`config.mk`:
```
export PLATFORM = sky130hd
export DESIGN_NAME = cssm_front
export DESIGN_NICKNAME = d
export VERILOG_FILES = /design/src/hdl/cosine_similarity_match_top_defines.svh /design/src/hdl/cssm_pkg.sv /design/src/hdl/cssm_front.sv
export SDC_FILE = /design/constraint.sdc
export NUM_CORES = 2
export LEC_CHECK = 0
export ABC_AREA = 1
export BUFFER_PORTS_ARGS = -buffer_cell sky130_fd_sc_hd__buf_2
export CAP_MARGIN = 20
export CORE_ASPECT_RATIO = 0.75
export CORE_MARGIN = 1.5
export CORE_UTILIZATION = 25
export CTS_CLUSTER_DIAMETER = 50
export DETAILED_ROUTE_END_ITERATION = 10
export PLACE_DENSITY = 0.35
export SYNTH_ARGS = -nofsm -noshare
export SYNTH_HDL_FRONTEND = slang
export SYNTH_SLANG_ARGS = --single-unit
```
`constraint.sdc`:
```
create_clock -name clk -period 11.9 [get_ports clk]
set_clock_uncertainty 0.05 [all_clocks]
set_input_delay 1.19 -clock clk [delete_from_list [all_inputs] [get_ports clk]]
set_output_delay 1.19 -clock clk [all_outputs]
set_load 0.03 [all_outputs]
```
`src/hdl/cosine_similarity_match_top_defines.svh`:
```
`ifndef COSINE_SIMILARITY_MATCH_TOP_DEFINES_SVH
`define COSINE_SIMILARITY_MATCH_TOP_DEFINES_SVH

// Immediate implication, checked out of reset
`define CSSM_ASSERT_IMP(label, clk, rst_n, ante, cons, msg) \
    label: assert property (@(posedge clk) disable iff (!rst_n) (ante) |-> (cons)) \
        else $error(msg);

// Implication checked in the following cycle
`define CSSM_ASSERT_NXT(label, clk, rst_n, ante, cons, msg) \
    label: assert property (@(posedge clk) disable iff (!rst_n) (ante) |=> (cons)) \
        else $error(msg);

`endif

```
`src/hdl/cssm_pkg.sv`:
```
package cssm_pkg;

    localparam int DOT_W  = 42;
    localparam int SQ_W   = 41;
    localparam int MAG_W  = 42;
    localparam int PROD_W = 84;
    localparam int WIDE_W = 116;
    localparam int SIM_W  = 16;
    localparam int BIT_W  = 4;
    localparam int R_SHIFT = 30;

    typedef struct packed {
        logic signed [DOT_W-1:0] dot;
        logic [SQ_W-1:0]         sq_a;
        logic [SQ_W-1:0]         sq_b;
    } sums_t;

    typedef struct packed {
        logic full;
        logic empty;
    } q_status_t;

    typedef enum logic [2:0] {
        BK_IDLE,
        BK_MUL_P,
        BK_MUL_R,
        BK_TRIAL,
        BK_CHECK,
        BK_DONE
    } back_state_t;

endpackage

```
`src/hdl/cssm_front.sv`:
```
module cssm_front
    import cssm_pkg::*;
#(
    parameter int EMBED_MAX = 512
)
(
    input  logic               clk,
    input  logic               rst_n,
    input  logic               in_valid,
    output logic               in_stall,
    input  logic signed [15:0] elem_a,
    input  logic signed [15:0] elem_b,
    input  logic               last_elem,
    input  q_status_t          q_status,
    output logic               q_push,
    output sums_t              q_data
);

    localparam int CNT_W = $clog2(EMBED_MAX + 1);

    logic signed [DOT_W-1:0] dot_reg;
    logic signed [DOT_W-1:0] dot_next;
    logic [SQ_W-1:0]         sq_a_reg;
    logic [SQ_W-1:0]         sq_a_next;
    logic [SQ_W-1:0]         sq_b_reg;
    logic [SQ_W-1:0]         sq_b_next;
    logic [CNT_W-1:0]        count_reg;
    logic [CNT_W-1:0]        count_next;

    logic signed [31:0]      prod_ab;
    logic signed [31:0]      prod_aa;
    logic signed [31:0]      prod_bb;
    logic signed [DOT_W:0]   dot_wide;
    logic [SQ_W:0]           sq_a_wide;
    logic [SQ_W:0]           sq_b_wide;
    logic signed [DOT_W-1:0] dot_acc;
    logic [SQ_W-1:0]         sq_a_acc;
    logic [SQ_W-1:0]         sq_b_acc;
    logic                    room;
    logic                    accept;

    assign in_stall = q_status.full;
    assign accept   = in_valid && !in_stall;
    assign room     = (count_reg < CNT_W'(EMBED_MAX));

    always_comb
    begin
        prod_ab   = elem_a * elem_b;
        prod_aa   = elem_a * elem_a;
        prod_bb   = elem_b * elem_b;
        dot_wide  = (DOT_W+1)'(dot_reg) + (DOT_W+1)'(prod_ab);
        sq_a_wide = {1'b0, sq_a_reg} + (SQ_W+1)'(prod_aa[30:0]);
        sq_b_wide = {1'b0, sq_b_reg} + (SQ_W+1)'(prod_bb[30:0]);

        dot_acc  = dot_reg;
        sq_a_acc = sq_a_reg;
        sq_b_acc = sq_b_reg;
        if (room)
        begin
            // clamp on carry out of the signed range
            if (dot_wide[DOT_W] != dot_wide[DOT_W-1])
            begin
                dot_acc = dot_wide[DOT_W] ? {1'b1, {(DOT_W-1){1'b0}}}
                                          : {1'b0, {(DOT_W-1){1'b1}}};
            end
            else
            begin
                dot_acc = dot_wide[DOT_W-1:0];
            end
            sq_a_acc = sq_a_wide[SQ_W] ? {SQ_W{1'b1}} : sq_a_wide[SQ_W-1:0];
            sq_b_acc = sq_b_wide[SQ_W] ? {SQ_W{1'b1}} : sq_b_wide[SQ_W-1:0];
        end

        dot_next    = dot_reg;
        sq_a_next   = sq_a_reg;
        sq_b_next   = sq_b_reg;
        count_next  = count_reg;
        q_push      = 1'b0;
        q_data.dot  = dot_acc;
        q_data.sq_a = sq_a_acc;
        q_data.sq_b = sq_b_acc;
        if (accept)
        begin
            if (last_elem)
            begin
                q_push     = 1'b1;
                dot_next   = '0;
                sq_a_next  = '0;
                sq_b_next  = '0;
                count_next = '0;
            end
            else
            begin
                dot_next  = dot_acc;
                sq_a_next = sq_a_acc;
                sq_b_next = sq_b_acc;
                if (room)
                begin
                    count_next = count_reg + CNT_W'(1);
                end
            end
        end
    end

    always_ff @(posedge clk or negedge rst_n)
    begin
        if (!rst_n)
        begin
            dot_reg   <= '0;
            sq_a_reg  <= '0;
            sq_b_reg  <= '0;
            count_reg <= '0;
        end
        else
        begin
            dot_reg   <= dot_next;
            sq_a_reg  <= sq_a_next;
            sq_b_reg  <= sq_b_next;
            count_reg <= count_next;
        end
    end

endmodule

```
# == Word-level counts from Yosys, hierarchy flattened ==
# Index checks and enable logic that the tools add are counted.
# totals
reg_bits,134
in_bits,38
output_inout_bits,126
# classes
add_sub_neg,4
n_mul,3
order_cmp,1
eq_ne,1
mux,14
n_reduce_logical,4
# ops
op,count
$mux W41,6
$mux W42,4
$add A41 B31 Y42,2
$mul A16 B16 Y31,2
$add A42 B32 Y43,1
$mul A16 B16 Y32,1
$mux W10,2
$add A10 B1 Y10 const B,1
$lt A10 B10 Y1 const B,1
$mux W1,2
$reduce_and A2 Y1,1
$reduce_bool A2 Y1,1
$logic_and A1 B1 Y1,1
$logic_not A1 Y1,1
$ne A1 B1 Y1,1

# == Logic depth before layout (Yosys ltp) ==
# logic_depth
depth_word,6
mapped_depth,41

# == Least setup slack after synthesis ==
# Ideal clock, no wire load.
# synth_timing
path_type,input-to-output
startpoint,in elem_a[15]
endpoint,out q_data[66] (netlist bit)
arrival_time_ns,8.336
t_required_ns,10.660
path_slack_ns,2.324
cell_stages,31
path_buffers,3
cell_sequence,clkbuf_1 > buf_1 > nand2_1 > fa_1 > fa_1 > inv_1 > fa_1 > fa_1 > fa_1 > inv_1 > fa_1 > inv_1 > ha_1 > nand2_1 > nor4_1 > nand3_1 > nand3_1 > nand2_1 > nand2_1 > a21oi_1 > xor2_1 > ha_1 > nand2_1 > nor2_1 > nand2_1 > nor2_1 > nand3_1 > nand3_1 > nand2_1 > clkbuf_1 > a31oi_1
# synth_lines
element,line,text
"start, declared",cssm_front.sv:11,"input logic signed [15:0] elem_a,"
"end, declared",cssm_front.sv:16,output sums_t q_data

==> summary.md <==
| Metric | Value |
|---|---|
| Status | finished, final reports clean |
| Reg-to-reg endpoint | dot_reg[40] |
| First drt pass iteration count | 6 |
| FP Rows | 131 |
| Worst Path Max Fanout | 17 |
| WP depth | 34 |
| Flop and latch count out of synthesis | 134 |
| Post CTS Setup Buffer Count | 0 |
| Num CTS Buffers | 17 |
| Max Slew Vio Count | 0 |
| Async SR Flop Fraction | 100% |
| Crit end category | output pin |
| CP delay by family, top | adder cells |
| RSZ-0062 raised after global routing | false |
| Area Growth Syn to Fin | 9.36% |
| Number of distinct library cells after synthesis | 55 |
| Largest net degree at the start of global routing | a little under 80 |
| Sequential fraction of the synthesis area | under 10% |
| Post-synthesis xor/xnor area fraction | 3.58% |
| Max-slew headroom | 37.6% |
| Clk Latency, worst-skew pair | 0.56 ns |
| Initial antenna violation count | 16 |
| Worst Path Buf+Inv | 8 |
| # port buffers | ~160 |
| IO Count | 164 |
| M2 GR Usage | 25.2% |
| Cells after Synth | 5676 |
| Multiplexer area fraction after synthesis | 0% |
| Reg2Reg Setup Slack | 5.81 ns |
| Setup crit end | q_data[50] |
| Worst R2R Start | dot_reg[15] |
| First-pass GRT wire length | approximately 230 mm |
| RePlAce Congestion | 0.883 |
| Gr ovfl total | 0 |
| Post-CTS sizing | 0 |
| Synth Area in Simple Gates | 20.2% |
| CP Launch Type | primary input |
| Yosys warns | 0 |
| CTS root buf | clkbuf_16 |
| Die area | 175000 sq um |
| Wire per inst | 18.2 um |
| Worst Path Arrival | 9.72 ns |
| Max cap viols | 0 |
| Final WL | around 150 mm |
| Vias in the first global route | 36686 |
| Worst hold slack | 0.441 ns |
| Max FFs per register | 42 |
| CP Launch Point | elem_a[3] |
| Largest family of logic cells by synthesized area | adder cells |
| Antenna viol nets, final | 0 |
| Post-Synth Adder-Cell Area | 47.7% |
| Htree depth | 4 |
| DR vias/cell | 4.33 |
| Main flop type after synthesis | dfrtp_1 |
| Die width | 482 um |
| FMAX | 0.0912 GHz |
| Worst path most repeated cell | nand2_1 |
| Busiest metal layer after global routing | met1 |
| CTS Hold Bufs | 0 |
| CTS clk-pin slew, worst paths | 0.08 ns |
| CTS max path bufs | 2 |
| GR met3 Demand/Resource | 2.27% |
| Setup CP Type | primary input to output pin |
| Number of synthesized flops with an enable pin | 0 |
| Worst Path Required | 10.66 ns |
| Synth Area in Compound Gates | 6.41% |
| CP peak stage delay | around 0.52 ns |
| Post-synthesis cell area | 43100 sq um |
| Vias | 34792 |
| Sink Count | approximately 130 |
| Starting Density | 25.3% |
| TritonCTS clock tree | yes |
| Hold Crit Class | register to register |
| R2R depth | 26 |
| Least-Margin Pin Slew | 0.936 ns |
| Final net count | around 7000 |
| HP Start | count_reg[7] |
| Fin crit share | between 90% and 100% |
| Final min period | roughly 11 ns |
| Drt drc | 0 |
| Share of cells above drive strength 1 | 6.26% |
| Post-synthesis net count | 6880 |
| Final hold vios | 0 |
| GR Util All Layers | around 17% |
| Final HPWL DP | 123 mm |
| Setup TNS Final | 0 ns |
| GR Util met1 | 27.1% |
| Post-Syn Area per Cell | 7.59 sq um |
| Die Y | around 360 um |
| Final Setup Violations | 0 |
| Core area | 171000 sq um |
| 1st-iter DRT viols | 2298 |
| CP max-delay cell | fa_1 |
-- area by class of cell --
| class | count | area, sq um |
|---|---|---|
| multi-input combinational | 3950 | 33600 |
| sequential | 134 | 3360 |
| clock inverter | 15 | 206 |
| tap | 2261 | 2830 |
| fill | 18915 | 124000 |
| antenna | 2 | 5.00 |
| inverter | 1421 | 5340 |
| timing repair buffer | 234 | 1380 |
| clock buffer | 17 | 425 |
-- cells in the final DEF (no fill, tap or decap), types with 3 or more instances in the layout --
| cell | synthesis | layout |
|---|---|---|
| o21ai_1 | 4 | 4 |
| a31o_2 | 4 | 4 |
| nor4_1 | 11 | 11 |
| nor2_1 | 308 | 307 |
| o21bai_1 | 28 | 28 |
| nor2_2 | 5 | 5 |
| ha_1 | 371 | 371 |
| fa_1 | 795 | 795 |
| a21boi_0 | 9 | 9 |
| nand4_1 | 22 | 22 |
| inv_1 | 1419 | 1418 |
| o21ai_0 | 149 | 149 |
| nand3_2 | 3 | 3 |
| xor2_1 | 95 | 95 |
| nor3_1 | 38 | 38 |
| xnor2_1 | 81 | 81 |
| or2_2 | 11 | 11 |
| o22ai_1 | 3 | 3 |
| nand3b_1 | 45 | 45 |
| nand2_2 | 56 | 56 |
| inv_8 | 0 | 7 |
| o21a_1 | 6 | 6 |
| clkbuf_16 | 0 | 17 |
| nand2_1 | 1434 | 1434 |
| nand3_1 | 170 | 170 |
| buf_2 | 4 | 161 |
| a21oi_4 | 3 | 3 |
| a21o_1 | 25 | 25 |
| a21oi_1 | 218 | 218 |
| buf_4 | 7 | 71 |
| a31oi_1 | 24 | 24 |
| and2_1 | 7 | 7 |
| dfrtp_1 | 134 | 133 |
| o211ai_1 | 5 | 5 |
-- worst register-to-register path: cells and delay by family (launching register included) --
kind | cells | cell delay (ns)
AOI/OAI and AO/OA | 1 | 0.24
adders and majority gates | 6 | 2.88
DFF | 1 | 0.38
and+or+nand+nor | 15 | 2.18
buffers and inverters | 4 | 0.27
-- cell families (layout without fill, tap and decap cells) --
kind of cell,count (synthesis),count (layout)
flops,134,134
xor+xnor,176,176
compound gates,490,490
simple gates,2118,2118
other cells,0,2
buf+inv,1592,1687
fa+ha+maj,1166,1166
-- synth_stat cells, types with 3 or more instances --
| cell | count | area share, % |
|---|---|---|
| nand2_1 | 1434 | 12 |
| inv_1 | 1419 | 12 |
| fa_1 | 795 | 37 |
| ha_1 | 371 | 11 |
| nor2_1 | 308 | 2.7 |
| a21oi_1 | 218 | 2.5 |
| nand3_1 | 170 | 2.0 |
| o21ai_0 | 149 | 1.7 |
| dfrtp_1 | 134 | 7.8 |
| clkbuf_1 | 127 | 1.1 |
| xor2_1 | 95 | 1.9 |
| xnor2_1 | 81 | 1.6 |
| nand2_2 | 56 | 0.81 |
| nand3b_1 | 45 | 0.78 |
| nor3_1 | 38 | 0.44 |
| o21bai_1 | 28 | 0.49 |
| a21o_1 | 25 | 0.44 |
| a31oi_1 | 24 | 0.35 |
| nand4_1 | 22 | 0.32 |
| buf_1 | 14 | 0.12 |
| nor4_1 | 11 | 0.16 |
| or2_2 | 11 | 0.16 |
| a21boi_0 | 9 | 0.16 |
| buf_6 | 9 | 0.24 |
| and2_1 | 7 | 0.10 |
| buf_4 | 7 | 0.12 |
| clkbuf_8 | 6 | 0.19 |
| o21a_1 | 6 | 0.10 |
| nor2_2 | 5 | 0.073 |
| o211ai_1 | 5 | 0.087 |
| a31o_2 | 4 | 0.081 |
| buf_2 | 4 | 0.046 |
| o21ai_1 | 4 | 0.046 |
| a21oi_4 | 3 | 0.11 |
| dlygate4sd3_1 | 3 | 0.070 |
| nand3_2 | 3 | 0.070 |
| o22ai_1 | 3 | 0.044 |
-- layer usage --
metal,up-vias,part of all wire [%]
met2,592,41
li1,16950,-
met4,2,1.1
met5,-,0.0089
met3,81,4.0
met1,17167,54
-- through the flow --
stage	setup slack [ns]	std cells	instance area, sq um	utilization [%]
4_1_cts	0.856	8032	47100	27.6
2_1_floorplan	2.32	5676	43100	-
6_report	0.939	8034	47100	27.6
3_5_place_dp	0.880	8000	46500	27.2
3_3_place_gp	0.984	7999	46500	27.2
5_1_grt	0.397	8033	47100	27.6
-- worst min-delay path by stage --
stage | endpoint | slack, ns | cells after the start
after CTS | count_reg[7] | 0.45 | 1
final | count_reg[7] | 0.44 | 1
after floorplan | count_reg[7] | 0.41 | 1
after global routing | count_reg[7] | 0.48 | 1
after global placement | count_reg[7] | 0.43 | 1
after detailed placement | count_reg[7] | 0.44 | 1
Power is left out: the tool's default activity adds up to more than one toggle a clock period on the data nets, which glitch-free logic cannot reach.
