--- config.mk ---
export PLATFORM = sky130hd
export DESIGN_NAME = cssm_queue
export DESIGN_NICKNAME = d
export VERILOG_FILES = /design/src/hdl/cosine_similarity_match_top_defines.svh /design/src/hdl/cssm_pkg.sv /design/src/hdl/cssm_queue.sv
export SDC_FILE = /design/constraint.sdc
export NUM_CORES = 1
export LEC_CHECK = 0
export ABC_CLOCK_PERIOD_IN_PS = 11850
export BUFFER_PORTS_ARGS = -buffer_cell sky130_fd_sc_hd__buf_2
export CORE_ASPECT_RATIO = 2
export CORE_MARGIN = 4
export CORE_UTILIZATION = 30
export DETAILED_ROUTE_END_ITERATION = 16
export PLACE_DENSITY = 0.61
export SLEW_MARGIN = 5
export SYNTH_ARGS = -nofsm -noshare
export SYNTH_HDL_FRONTEND = slang
export SYNTH_SLANG_ARGS = --single-unit
--- constraint.sdc ---
create_clock -name clk -period 11.85 [get_ports clk]
set_clock_uncertainty 0.15 [all_clocks]
set_input_delay 1.7775 -clock clk [delete_from_list [all_inputs] [get_ports clk]]
set_output_delay 1.7775 -clock clk [all_outputs]
set_load 0.005 [all_outputs]
--- src/hdl/cosine_similarity_match_top_defines.svh ---
`ifndef COSINE_SIMILARITY_MATCH_TOP_DEFINES_SVH
`define COSINE_SIMILARITY_MATCH_TOP_DEFINES_SVH

// Immediate implication, checked out of reset
`define CSSM_ASSERT_IMP(label, clk, rst_n, ante, cons, msg) \
    label: assert property (@(posedge clk) disable iff (!rst_n) (ante) |-> (cons)) \
        else $error(msg);

// Implication checked in the following cycle
`define CSSM_ASSERT_NXT(label, clk, rst_n, ante, cons, msg) \
    label: assert property (@(posedge clk) disable iff (!rst_n) (ante) |=> (cons)) \
        else $error(msg);

`endif

--- src/hdl/cssm_pkg.sv ---
package cssm_pkg;

    localparam int DOT_W  = 42;
    localparam int SQ_W   = 41;
    localparam int MAG_W  = 42;
    localparam int PROD_W = 84;
    localparam int WIDE_W = 116;
    localparam int SIM_W  = 16;
    localparam int BIT_W  = 4;
    localparam int R_SHIFT = 30;

    typedef struct packed {
        logic signed [DOT_W-1:0] dot;
        logic [SQ_W-1:0]         sq_a;
        logic [SQ_W-1:0]         sq_b;
    } sums_t;

    typedef struct packed {
        logic full;
        logic empty;
    } q_status_t;

    typedef enum logic [2:0] {
        BK_IDLE,
        BK_MUL_P,
        BK_MUL_R,
        BK_TRIAL,
        BK_CHECK,
        BK_DONE
    } back_state_t;

endpackage

--- src/hdl/cssm_queue.sv ---
module cssm_queue
    import cssm_pkg::*;
(
    input  logic      clk,
    input  logic      rst_n,
    input  logic      push,
    input  sums_t     push_data,
    input  logic      pop,
    output sums_t     head,
    output q_status_t status
);

    sums_t      slot_reg [2];
    logic       wr_reg;
    logic       wr_next;
    logic       rd_reg;
    logic       rd_next;
    logic [1:0] cnt_reg;
    logic [1:0] cnt_next;

    always_comb
    begin
        wr_next  = wr_reg;
        rd_next  = rd_reg;
        cnt_next = cnt_reg;
        if (push)
        begin
            wr_next = ~wr_reg;
        end
        if (pop)
        begin
            rd_next = ~rd_reg;
        end
        if (push && !pop)
        begin
            cnt_next = cnt_reg + 2'd1;
        end
        else if (pop && !push)
        begin
            cnt_next = cnt_reg - 2'd1;
        end
    end

    always_ff @(posedge clk or negedge rst_n)
    begin
        if (!rst_n)
        begin
            wr_reg  <= 1'b0;
            rd_reg  <= 1'b0;
            cnt_reg <= 2'd0;
        end
        else
        begin
            wr_reg  <= wr_next;
            rd_reg  <= rd_next;
            cnt_reg <= cnt_next;
        end
    end

    always_ff @(posedge clk)
    begin
        if (push)
        begin
            slot_reg[wr_reg] <= push_data;
        end
    end

    assign head         = slot_reg[rd_reg];
    assign status.full  = (cnt_reg == 2'd2);
    assign status.empty = (cnt_reg == 2'd0);

endmodule

# == Word level (Yosys, flattened, before mapping) ==
# Memory sizes are Yosys's and may differ from the RTL's.
# Cells that the tools add are included.
# word_totals
latch_bits,0
n_memories,1
wordCells,19
reg_bits,4
input_bits,128
mem_bits_rw,248
mem_bits_ro,0
# classes
order_cmp,0
addsub,2
reduce_logical,6
shift,0
eq_ne,1
n_mul,0
div_mod_pow,0
n_bitwise,2
n_mux,4
# mem_list
memory,words,width,read_ports,rd_clocked_by_memory_dff,write_ports,line,text
slot_reg,2,124,1,0,1,cssm_queue.sv:13,sums_t slot_reg [2];
# op_table
operator,n
$mux W2,2
$add A2 B1 Y2 const B,1
$eq A2 B2 Y1 const B,1
$logic_and A1 B1 Y1,2
$logic_not A1 Y1,2
$logic_not A2 Y1,1
$mux W1,2
$not A1 Y1,2
$reduce_bool A2 Y1,1
$sub A2 B1 Y2 const B,1

# == Logic depth before layout (Yosys ltp) ==
# Gate-level depths: netlist of the first run.
# logic_depth
ltp_word,4
depth_mapped,5
mapped_depth_nobuf,5

# == Worst setup path before layout of the first run ==
# No wires, ideal clock.
# synth_path
kind,input to register
start,in push
end,mem slot_reg[0][0] (netlist name) (enable)
path_slack_ps,3922
path_stages,1
t_arrival_ps,7155
setup_time_ps,623
path_cell_list,nor2b_1
# synth_between
elab_chain_len,2
# synth_rtl
item,line,text
"start, declared",cssm_queue.sv:6,"input logic push,"
$mux W1,cssm_queue.sv:62,if (push)
$mux W1 (implied by the code),cssm_queue.sv:64,slot_reg[wr_reg] <= push_data;
"end, declared",cssm_queue.sv:13,
# No other way between the ends.

==> summary.md, run 1 <==
| Metric | Value |
|---|---|
| Status | complete, no violations |
| CTS tree | yes |
| Count leader, synth | edfxtp_1 |
| Initial antenna violation count | 2 |
| Seq/Total Area, Yosys | 80.88% |
| R2R setup slack | 9.21 ns |
| Top cell type by total area after synthesis | edfxtp_1 |
| Worst reg-to-reg path cell count | 3 |
| Pleak | 4.568 nW |
| Chip height | 257.4 um |
| Fin nets | 800 |
| Hold Vio Cnt, Final | 0 |
| Hpwl dp | 13,850 um |
| Die X | 132.7 um |
| Synth Flop Type | edfxtp_1 |
| Peak VDD IR | 227.7 uV |
| Sink Count | 252 |
| Post-synth top area share | 79.81% |
| Full die area | 0.03416 mm^2 |
| Power Density | 237.3 mW/mm^2 |
| Initial DRC Count | 148 |
| Hold Crit Start | cnt_reg[1] |
| Number of max-cap violations | 0 |
| Period minus WS final | 4.956 ns |
| Flops & latches, synth | 252 |
| Unrepaired setup endpoints after global routing | false |
| # H-tree levels | 1 |
| Syn Inst Count | 402 |
| Initial Utilization | 30.35% |
| Post-route ant nets | 0 |
| Net Sw Frac | 25.63% |
| Relative slew slack | 31.64% |
| CTS buffer count | 24 |
| F_max | 0.2018 GHz |
| Worst Hold End | cnt_reg[1] |
| Drt drc | 0 |
| RePlAce Congestion | 0.7791 |
| Postcts setup bufs | 0 |
| Synth unique cells | 13 |
| WS Path Type | reg -> out |
| Ys Warns | 0 |
| Post-CTS sizing | 0 |
| Final Cycle Share | 41.82% |
| Worst Tran Pin Value | 1.025 ns |
| Sum Neg Setup Slack | 0 ns |
| Worst Hold Depth | 1 |
| Routed vias/inst | 4.361 |
| Row count | 91 |
| Vias in the first global route | 5,204 |
| Internal Power | 2.097 mW |
| Fill count | 2,874 |
| Largest register FFs | 248 |
| Syn avg cell area | 23.21 um^2 |
| Worst-skew pair later-pin latency | 0.51 ns |
| EDFF count, synth | 248 |
| Wirelength per Cell | 18.51 um |
| Post-CTS Hold Fix Bufs | 0 |
| GRT overflow | 0 |
| Net switching power | 0.7226 mW |
| Mapped Area | 0.009331 mm^2 |
| Share of post-route cells with drive strength above 1 | 61.10% |
| CP max FO | 67 |
| Slew Limit Fails | 0 |
| Setup-failing EPs final | 0 |
| Synth Net Count | 531 |
| Core Region | 0.03074 mm^2 |
| Pin count of the biggest net entering global routing | 70 |
| Top post-synthesis cells by count | 248 x edfxtp_1, 74 x mux2_2, 50 x mux2_4 |
| Area contributors post-synth | edfxtp_1 80%, mux2_2 8.9%, mux2_4 8.0% |
| Combinational share of power | 24.8% |
| Startpoint types | register |
| Critical Path RT | 9.92 ns |
| CP endpoint kind | primary output |
| Reg power frac | 45.4% |
| Port bufs | 253 |
| Clock-pin transition on the worst setup and hold timing paths | 0.07 ns |
| Hold crit path type | reg -> reg |
| Arr. time, crit path | 3.03 ns |
| Area Overhead vs Synth | 27.37% |
| FFs w/ async S/R, synth | 1.587% |
| Clock network power share | 29.8% |
| Drt pass-1 iters | 4 |
| Io pins | 254 |
| Worst Hold Slack | 0.3463 ns |
| Gr usage total | 11.17% |
| Final Routed Wirelength | 19,690 um |
| DR vias | 4,640 |
| CTS Root Buffer Type | clkbuf_16 |
| Reg-to-reg startpoint | wr_reg |
| RR Endpoint | slot_reg[0][21] |
| CTS Buffer Depth | 3 |
| First-pass GRT wire length | 29,330 um |
==> worst max-delay path, stage by stage (launching register included) <==
cell     delay, ns
dfrtp_4       1.04
buf_4         0.87
mux2_2        0.42
buf_2         0.13
==> cells in the final DEF, fill, tap and decap left out, drive strengths merged, types with 2 or more instances in the layout <==
cell type and count:
diode 3, edfxtp 248, buf 257, clkinv 5, clkinvlp 2, mux2 124, nor2 2, dfrtp 4
nor2b 2, xor2 4, clkbuf 31, bufinv 6
==> logic make-up after synthesis <==
kind of cell	count (synthesis)	share of synthesized area, %
xor+xnor	5	0.4693
fa+ha+maj	1	0.1341
buf+inv	15	1.260
flops	252	80.88
mux	124	16.98
simple gates	5	0.2816
==> worst max-delay path by stage <==
stage,to,cells past startpoint,from
after floorplan,slot_reg[0][0],1,push
after global placement,head[121],3,rd_reg
after detailed placement,head[116],3,rd_reg
after CTS,head[116],3,rd_reg
after global routing,head[121],3,rd_reg
final,head[116],3,rd_reg
==> area by class of cell <==
| cell class | instances | area [um^2] | share of cell area, % |
|---|---|---|---|
| sequential | 252 | 7551 | 63.53 |
| multi-input combinational | 135 | 1677 | 14.11 |
| timing repair buffer | 257 | 1296 | 10.91 |
| clock buffer | 31 | 668.1 | 5.622 |
| tap | 372 | 465.4 | 3.916 |
| clock inverter | 13 | 216.5 | 1.821 |
| antenna | 3 | 7.507 | 0.06316 |
| inverter | 1 | 3.754 | 0.03158 |
==> metal layers <==
metal	part of all wire (%)	track usage, %	up-vias
met5	0	0	-
met4	3.3	5.087	0
met3	6.3	2.915	35
met2	61	22.85	172
met1	29	9.706	2288
li1	-	-	2145
==> stage by stage <==
step	cells	cell area (um^2)	worst slack (ns)	power [mW]	utilization (%)
global route	1063	11880	6.642	2.963	38.65
detailed placement	1017	10990	7.302	2.023	35.76
floorplan	402	9331	3.922	1.742	-
CTS	1061	11880	6.735	2.876	38.64
global placement	1017	10990	7.351	2.009	35.76
finish	1064	11890	6.894	2.820	38.66
==> power by group through the flow <==
stage,combinational [mW],sequential [mW],clock (mW)
after global placement,0.715,1.29,0
final,0.699,1.28,0.841
after floorplan,0.484,1.26,0
after CTS,0.722,1.28,0.870
after global routing,0.760,1.30,0.905
after detailed placement,0.721,1.30,0
Power figures use the tool's default switching activity.
==> run 2, diff against run 1 <==
--- a/config.mk
+++ b/config.mk
@@ -5,13 +5,13 @@
 export SDC_FILE = /design/constraint.sdc
 export NUM_CORES = 1
 export LEC_CHECK = 0
-export ABC_CLOCK_PERIOD_IN_PS = 11850
+export ABC_CLOCK_PERIOD_IN_PS = 4000
 export BUFFER_PORTS_ARGS = -buffer_cell sky130_fd_sc_hd__buf_2
 export CORE_ASPECT_RATIO = 2
 export CORE_MARGIN = 4
 export CORE_UTILIZATION = 30
 export DETAILED_ROUTE_END_ITERATION = 16
-export PLACE_DENSITY = 0.61
+export PLACE_DENSITY = 0.62
 export SLEW_MARGIN = 5
 export SYNTH_ARGS = -nofsm -noshare
 export SYNTH_HDL_FRONTEND = slang
==> constraint.sdc (replaced) <==
create_clock -name clk -period 4 [get_ports clk]
set_clock_uncertainty 0.15 [all_clocks]
set_input_delay 0.6 -clock clk [delete_from_list [all_inputs] [get_ports clk]]
set_output_delay 0.6 -clock clk [all_outputs]
set_load 0.005 [all_outputs]
==> run 2 against run 1 <==
  * Worst hold slack worse by 0.23 ns
  * Final cell count rose by 0.75%
  * Largest cell class unchanged
  * Global-route usage up 0.32 points
  * Power increased to 2.9 times the previous value
  * Utilization increased by 0.20 points
  * Non-clock buffer count grew 4
  * Clock power grew to 2.8 times the previous value
  * Combinational power rose to 3.1 times the previous value
  * Die area did not move
  * Highest routed layer is now met5
  * Count of clock-buffer cells in the layout unchanged
  * Register-to-register slack worse by 7.0 ns
==> summary.md, run 2 (synthesis results as in run 1) <==
| Metric | Value |
|---|---|
| Gr usage total | 11.49% |
| CP peak stage delay | 0.78 ns |
| CTS buffer count | 24 |
| Postcts setup bufs | 0 |
| Pleak | 4.591 nW |
| Chip height | 257.4 um |
| Period minus WS final | 3.017 ns |
| Worst Hold Depth | 1 |
| Share of post-route cells with drive strength above 1 | 61.47% |
| Crit-path slowest cell | dfrtp_4 |
| CP max FO | 51 |
| DR vias | 4,650 |
| Routed vias/inst | 4.338 |
| CTS Root Buffer Type | clkbuf_16 |
| Largest register FFs | 248 |
| Io pins | 254 |
| Unrepaired setup endpoints after global routing | false |
| Pre-CTS setup slack | 1.500 ns |
| Crit. path cell count | 3 |
| Sum Neg Setup Slack | 0 ns |
| CTS Buffer Depth | 3 |
| Sink Count | 252 |
| Commonest non-fill, non-tap cell in the layout | buf_2 |
| Worst Tran Pin Value | 0.6620 ns |
| Vias in the first global route | 5,131 |
| Hpwl dp | 13,830 um |
| GRT overflow | 0 |
| Worst Path Buf+Inv | 2 |
| F_max | 0.3314 GHz |
| Arr. time, crit path | 2.27 ns |
| # H-tree levels | 1 |
| CTS tree | yes |
| Most frequent cells in the layout | 253 x buf_2, 248 x edfxtp_1, 74 x mux2_2 |
| Delay-heaviest family, CP | flip-flops |
| Post-route ant nets | 0 |
| Pin count of the biggest net entering global routing | 80 |
| Final Cycle Share | 75.43% |
| Cell Chain, Critical Path | buf_12 > mux2_2 > buf_2 |
| Critical Path RT | 3.25 ns |
| Die X | 132.7 um |
| WS Path Type | reg -> out |
| Status | complete, no violations |
| First-pass GRT wire length | 29,790 um |
| Relative slew slack | 55.87% |
| Full die area | 0.03416 mm^2 |
| Number of max-cap violations | 0 |
| Initial antenna violation count | 6 |
| Final Routed Wirelength | 20,290 um |
| CP endpoint kind | primary output |
| Hold Vio Cnt, Final | 0 |
| Drt pass-1 iters | 4 |
| Clock-pin transition on the worst setup and hold timing paths | 0.07 ns |
| Row count | 91 |
| Port bufs | 253 |
| Setup-failing EPs final | 0 |
| Hold crit path type | in -> reg |
| PnR worst setup slack | 0.9827 ns |
| Wirelength per Cell | 18.93 um |
| Fin nets | 804 |
| RePlAce Congestion | 0.7340 |
| Power Density | 693.2 mW/mm^2 |
| Peak VDD IR | 472.5 uV |
| Slew Limit Fails | 0 |
| Drt drc | 0 |
| Initial DRC Count | 173 |
| Area Overhead vs Synth | 28.01% |
| Initial Utilization | 30.35% |
| Total power | 8.281 mW |
| Worst reg-to-reg path cell count | 2 |
| Worst-skew pair later-pin latency | 0.52 ns |
| Core Region | 0.03074 mm^2 |
| Startpoint types | register |
[run 2: changes by cell type in the layout (fill, tap and decap cells not counted)]
cell | previous run | this run
buf_12 | 0 | 5
diode_2 | 3 | 7
bufinv_16 | 6 | 3
buf_4 | 4 | 2
clkbuf_1 | 4 | 2
clkbuf_8 | 2 | 4
clkinv_2 | 2 | 3
clkinv_4 | 0 | 1
dlygate4sd3_1 | 0 | 1
inv_8 | 0 | 1
[run 2: power breakdown]
part / leakage (nW) / switching, mW / internal [mW] / total, mW
logic: 1.81 / 1.02 / 1.18 / 2.20
registers: 2.37 / 0.208 / 3.50 / 3.71
clock network: 0.409 / 0.953 / 1.41 / 2.37
[run 2: path summary, 6_finish.rpt]
check,start,end,slack (ns)
min in group asynchronous,rst_n,cnt_reg[0],0.27
worst min register to register,cnt_reg[1],cnt_reg[1],0.34
max in group asynchronous,rst_n,rd_reg,3.28
worst max register to register,wr_reg,slot_reg[0][107],2.17
worst max-delay path,rd_reg,head[51],0.98
worst min-delay path,push_data[32],slot_reg[1][32],0.11
[run 2: metal layers]
metal | wire (um) | share of wire (%) | vias to the layer above | global-route usage (%)
li1 | - | - | 2148 | -
met1 | 6616 | 33 | 2290 | 10.99
met2 | 11580 | 57 | 170 | 22.14
met3 | 1381 | 6.8 | 40 | 3.228
met4 | 693 | 3.4 | 2 | 5.434
met5 | 13 | 0.064 | - | 0
[run 2: final cells by class]
class                   instances  area (um^2)
well taps                     372        465.4
diodes                          7        17.52
repair buffers                261         1391
clock buffers                  31        688.2
multi-input cells             135         1677
fillers                      2846        18800
clock inverters                13        151.4
flip-flops and latches        252         7551
inverters                       1        3.754
[run 2: stage by stage]
step | hold WS, ns | cell area, um^2 | util (%) | instances
floorplan | 0.1544 | 9340 | - | 402
global placement | 0.2724 | 11080 | 36.04 | 1020
detailed placement | 0.2744 | 11080 | 36.04 | 1020
CTS | 0.07504 | 11930 | 38.80 | 1065
global route | 0.07121 | 11940 | 38.83 | 1069
finish | 0.1131 | 11950 | 38.86 | 1072
[run 2: what timing repair did]
item | CTS | global route
endpoints found under the hold margin | 4 | 0
hold buffers | 1 | 0
gates resized for setup | 0 | 0
==> run 3, diff against run 2 <==
--- a/config.mk
+++ b/config.mk
@@ -5,7 +5,8 @@
 export SDC_FILE = /design/constraint.sdc
 export NUM_CORES = 1
 export LEC_CHECK = 0
-export ABC_CLOCK_PERIOD_IN_PS = 4000
+export ABC_AREA = 1
+export ABC_CLOCK_PERIOD_IN_PS = 2700
 export BUFFER_PORTS_ARGS = -buffer_cell sky130_fd_sc_hd__buf_2
 export CORE_ASPECT_RATIO = 2
 export CORE_MARGIN = 4
==> constraint.sdc (replaced) <==
create_clock -name clk -period 2.7 [get_ports clk]
set_clock_uncertainty 0.15 [all_clocks]
set_input_delay 0.405 -clock clk [delete_from_list [all_inputs] [get_ports clk]]
set_output_delay 0.405 -clock clk [all_outputs]
set_load 0.005 [all_outputs]
==> run 3 against run 2 <==
  * Global-route usage grew 0.12 points
  * First-iteration DRC count is 19% higher
  * Register-to-register slack lost 1.1 ns
  * Setup slack got worse by 0.81 ns
  * Area after synthesis up 0.21%
  * Largest power group unchanged
  * Critical endpoint is now head[21]
==> summary.md, run 3 <==
| Metric | Value |
|---|---|
| Status | complete, no violations |
| Share of post-route cells with drive strength above 1 | 51.70% |
| Pin count of the biggest net entering global routing | 82 |
| Setup-failing EPs final | 0 |
| Synth Net Count | 540 |
| Post-synth top area share | 79.64% |
| Final cell count without fillers | 1,246 |
| Critical Path RT | 2.14 ns |
| Worst-skew pair later-pin latency | 0.51 ns |
| WS Path Type | reg -> out |
| Sum Neg Setup Slack | 0 ns |
| Syn avg cell area | 22.75 um^2 |
| DR vias | 5,160 |
| Hpwl dp | 13,900 um |
| Full die area | 0.03423 mm^2 |
| First-pass GRT wire length | 31,200 um |
| Number of max-cap violations | 0 |
| Final core occ | 42.78% |
| Commonest non-fill, non-tap cell in the layout | buf_2 |
| Postcts setup bufs | 0 |
| Wirelength per Cell | 16.56 um |
| Largest family of logic cells by synthesized area | multiplexers |
| Synth Flop Type | edfxtp_1 |
| Post-route ant nets | 0 |
| Area Overhead vs Synth | 41.16% |
| Arr. time, crit path | 1.98 ns |
| CTS Root Buffer Type | clkbuf_16 |
| Io pins | 254 |
| Worst Hold Depth | 2 |
| Initial antenna violation count | 7 |
| CP max FO | 35 |
| CTS tree | yes |
| Worst Tran Pin Value | 0.5957 ns |
| Vias in the first global route | 5,633 |
| Total power | 12.28 mW |
| CTS buffer count | 23 |
| Slew Limit Fails | 0 |
| Unrepaired setup endpoints after global routing | false |
| R2R setup slack | 1.05 ns |
| Post-CTS Hold Fix Bufs | 126 |
| Top cell type by total area after synthesis | edfxtp_1 |
| Seq/Total Area, Yosys | 80.71% |
| EDFF count, synth | 248 |
| Syn Inst Count | 411 |
| Area contributors post-synth | edfxtp_1 80%, mux2_2 8.9%, mux2_4 8.0% |
| Pleak | 5.104 nW |
| Adder-cell share of the synthesized area | 0.1338% |
| Initial Utilization | 30.31% |
| Cells after DPL | 1,075 |
| CP endpoint kind | primary output |
| Initial DRC Count | 206 |
| RePlAce Congestion | 0.7103 |
| Hold crit path type | in -> reg |
| Final Routed Wirelength | 20,630 um |
| Most frequent cells in the layout | 253 x buf_2, 248 x edfxtp_1, 126 x dlygate4sd3_1 |
| Relative slew slack | 60.29% |
| Pre-CTS setup slack | 0.6881 ns |
| Synth Area in Simple Gates | 0.4415% |
| Peak VDD IR | 602.3 uV |
| Port bufs | 253 |
| Die X | 132.8 um |
| Synth unique cells | 14 |
| PnR worst setup slack | 0.1693 ns |
| Fin nets | 937 |
| Final std cell area, no fill | 0.01320 mm^2 |
| Hold Vio Cnt, Final | 0 |
| CTS Buffer Depth | 3 |
| Startpoint types | register |
| Power Density | 930.1 mW/mm^2 |
| Multiplexer share of the synthesized area | 16.94% |
| Worst reg-to-reg path cell count | 3 |
| Chip height | 257.7 um |
| Largest register FFs | 248 |
| Dpl cell area | 0.01115 mm^2 |
| Routed vias/inst | 4.141 |
| Row count | 91 |
| Count leader, synth | edfxtp_1 |
| Core Region | 0.03086 mm^2 |
| # H-tree levels | 1 |
| Mapped Area | 0.009351 mm^2 |
| Top post-synthesis cells by count | 248 x edfxtp_1, 74 x mux2_2, 50 x mux2_4 |
| GRT overflow | 0 |
| FFs w/ async S/R, synth | 1.587% |
| Period minus WS final | 2.531 ns |
| Synth Area in Compound Gates | 0% |
| Sink Count | 252 |
| Final Cycle Share | 93.73% |
| Clock-pin transition on the worst setup and hold timing paths | 0.07 ns |
| F_max | 0.3951 GHz |
| Drt pass-1 iters | 6 |
| Post-Synth XOR/XNOR Area | 0.2810% |
| Drt drc | 0 |
| Worst Hold Slack | 0.03296 ns |
| Gr usage total | 11.61% |
| Flops & latches, synth | 252 |
| Post-CTS sizing | 0 |
| Ys Warns | 0 |
-- run 3: cell types whose count changed in the layout (fill, tap and decap cells not counted), moves of 3 or more --
cell and delta:
inv_1 +4, dlygate4sd3_1 +125, clkinv_1 -3, nand2_1 +4, diode_2 -3, clkbuf_8 -3, clkinv_2 +3
-- run 3: area by class of cell --
| type | count | area, um^2 |
|---|---|---|
| diodes | 4 | 10.01 |
| clock buffers | 28 | 604.3 |
| fillers | 2727 | 17660 |
| well taps | 418 | 523.0 |
| repair buffers | 386 | 2630 |
| flip-flops and latches | 252 | 7551 |
| clock inverters | 13 | 175.2 |
| multi-input cells | 138 | 1674 |
| inverters | 7 | 32.53 |
-- run 3: worst max-delay path: stages (launching register included) --
cell,delay [ns]
dfrtp_4,0.45
buf_4,0.47
mux2_2,0.40
buf_2,0.13
-- run 3: cell families (layout without fill, tap and decap cells) --
kind of cell / count (synthesis) / count (layout)
xor+xnor: 3 / 3
fa+ha+maj: 1 / 1
buf+inv: 21 / 434
flops: 252 / 252
mux: 124 / 124
other cells: 0 / 4
simple gates: 10 / 10
-- run 3: worst paths after layout --
path | from | endpoint
setup / recovery | rd_reg | head[21]
hold / removal | push | wr_reg
setup reg to reg | wr_reg | slot_reg[1][120]
hold reg to reg | cnt_reg[1] | cnt_reg[1]
max in group asynchronous | rst_n | rd_reg
min in group asynchronous | rst_n | wr_reg
-- run 3: per-layer routing --
layer / up-vias / global-route usage, % / wire, um
li1: 2420 / - / -
met4: 6 / 4.364 / 586
met2: 181 / 21.85 / 11320
met3: 45 / 3.158 / 1379
met1: 2508 / 12.12 / 7310
met5: - / 0 / 34
-- run 3: power by group --
part | total [mW] | switching, mW | internal (mW)
clock network | 3.37 | 1.38 | 1.99
logic | 3.51 | 1.65 | 1.86
registers | 5.40 | 0.202 | 5.19
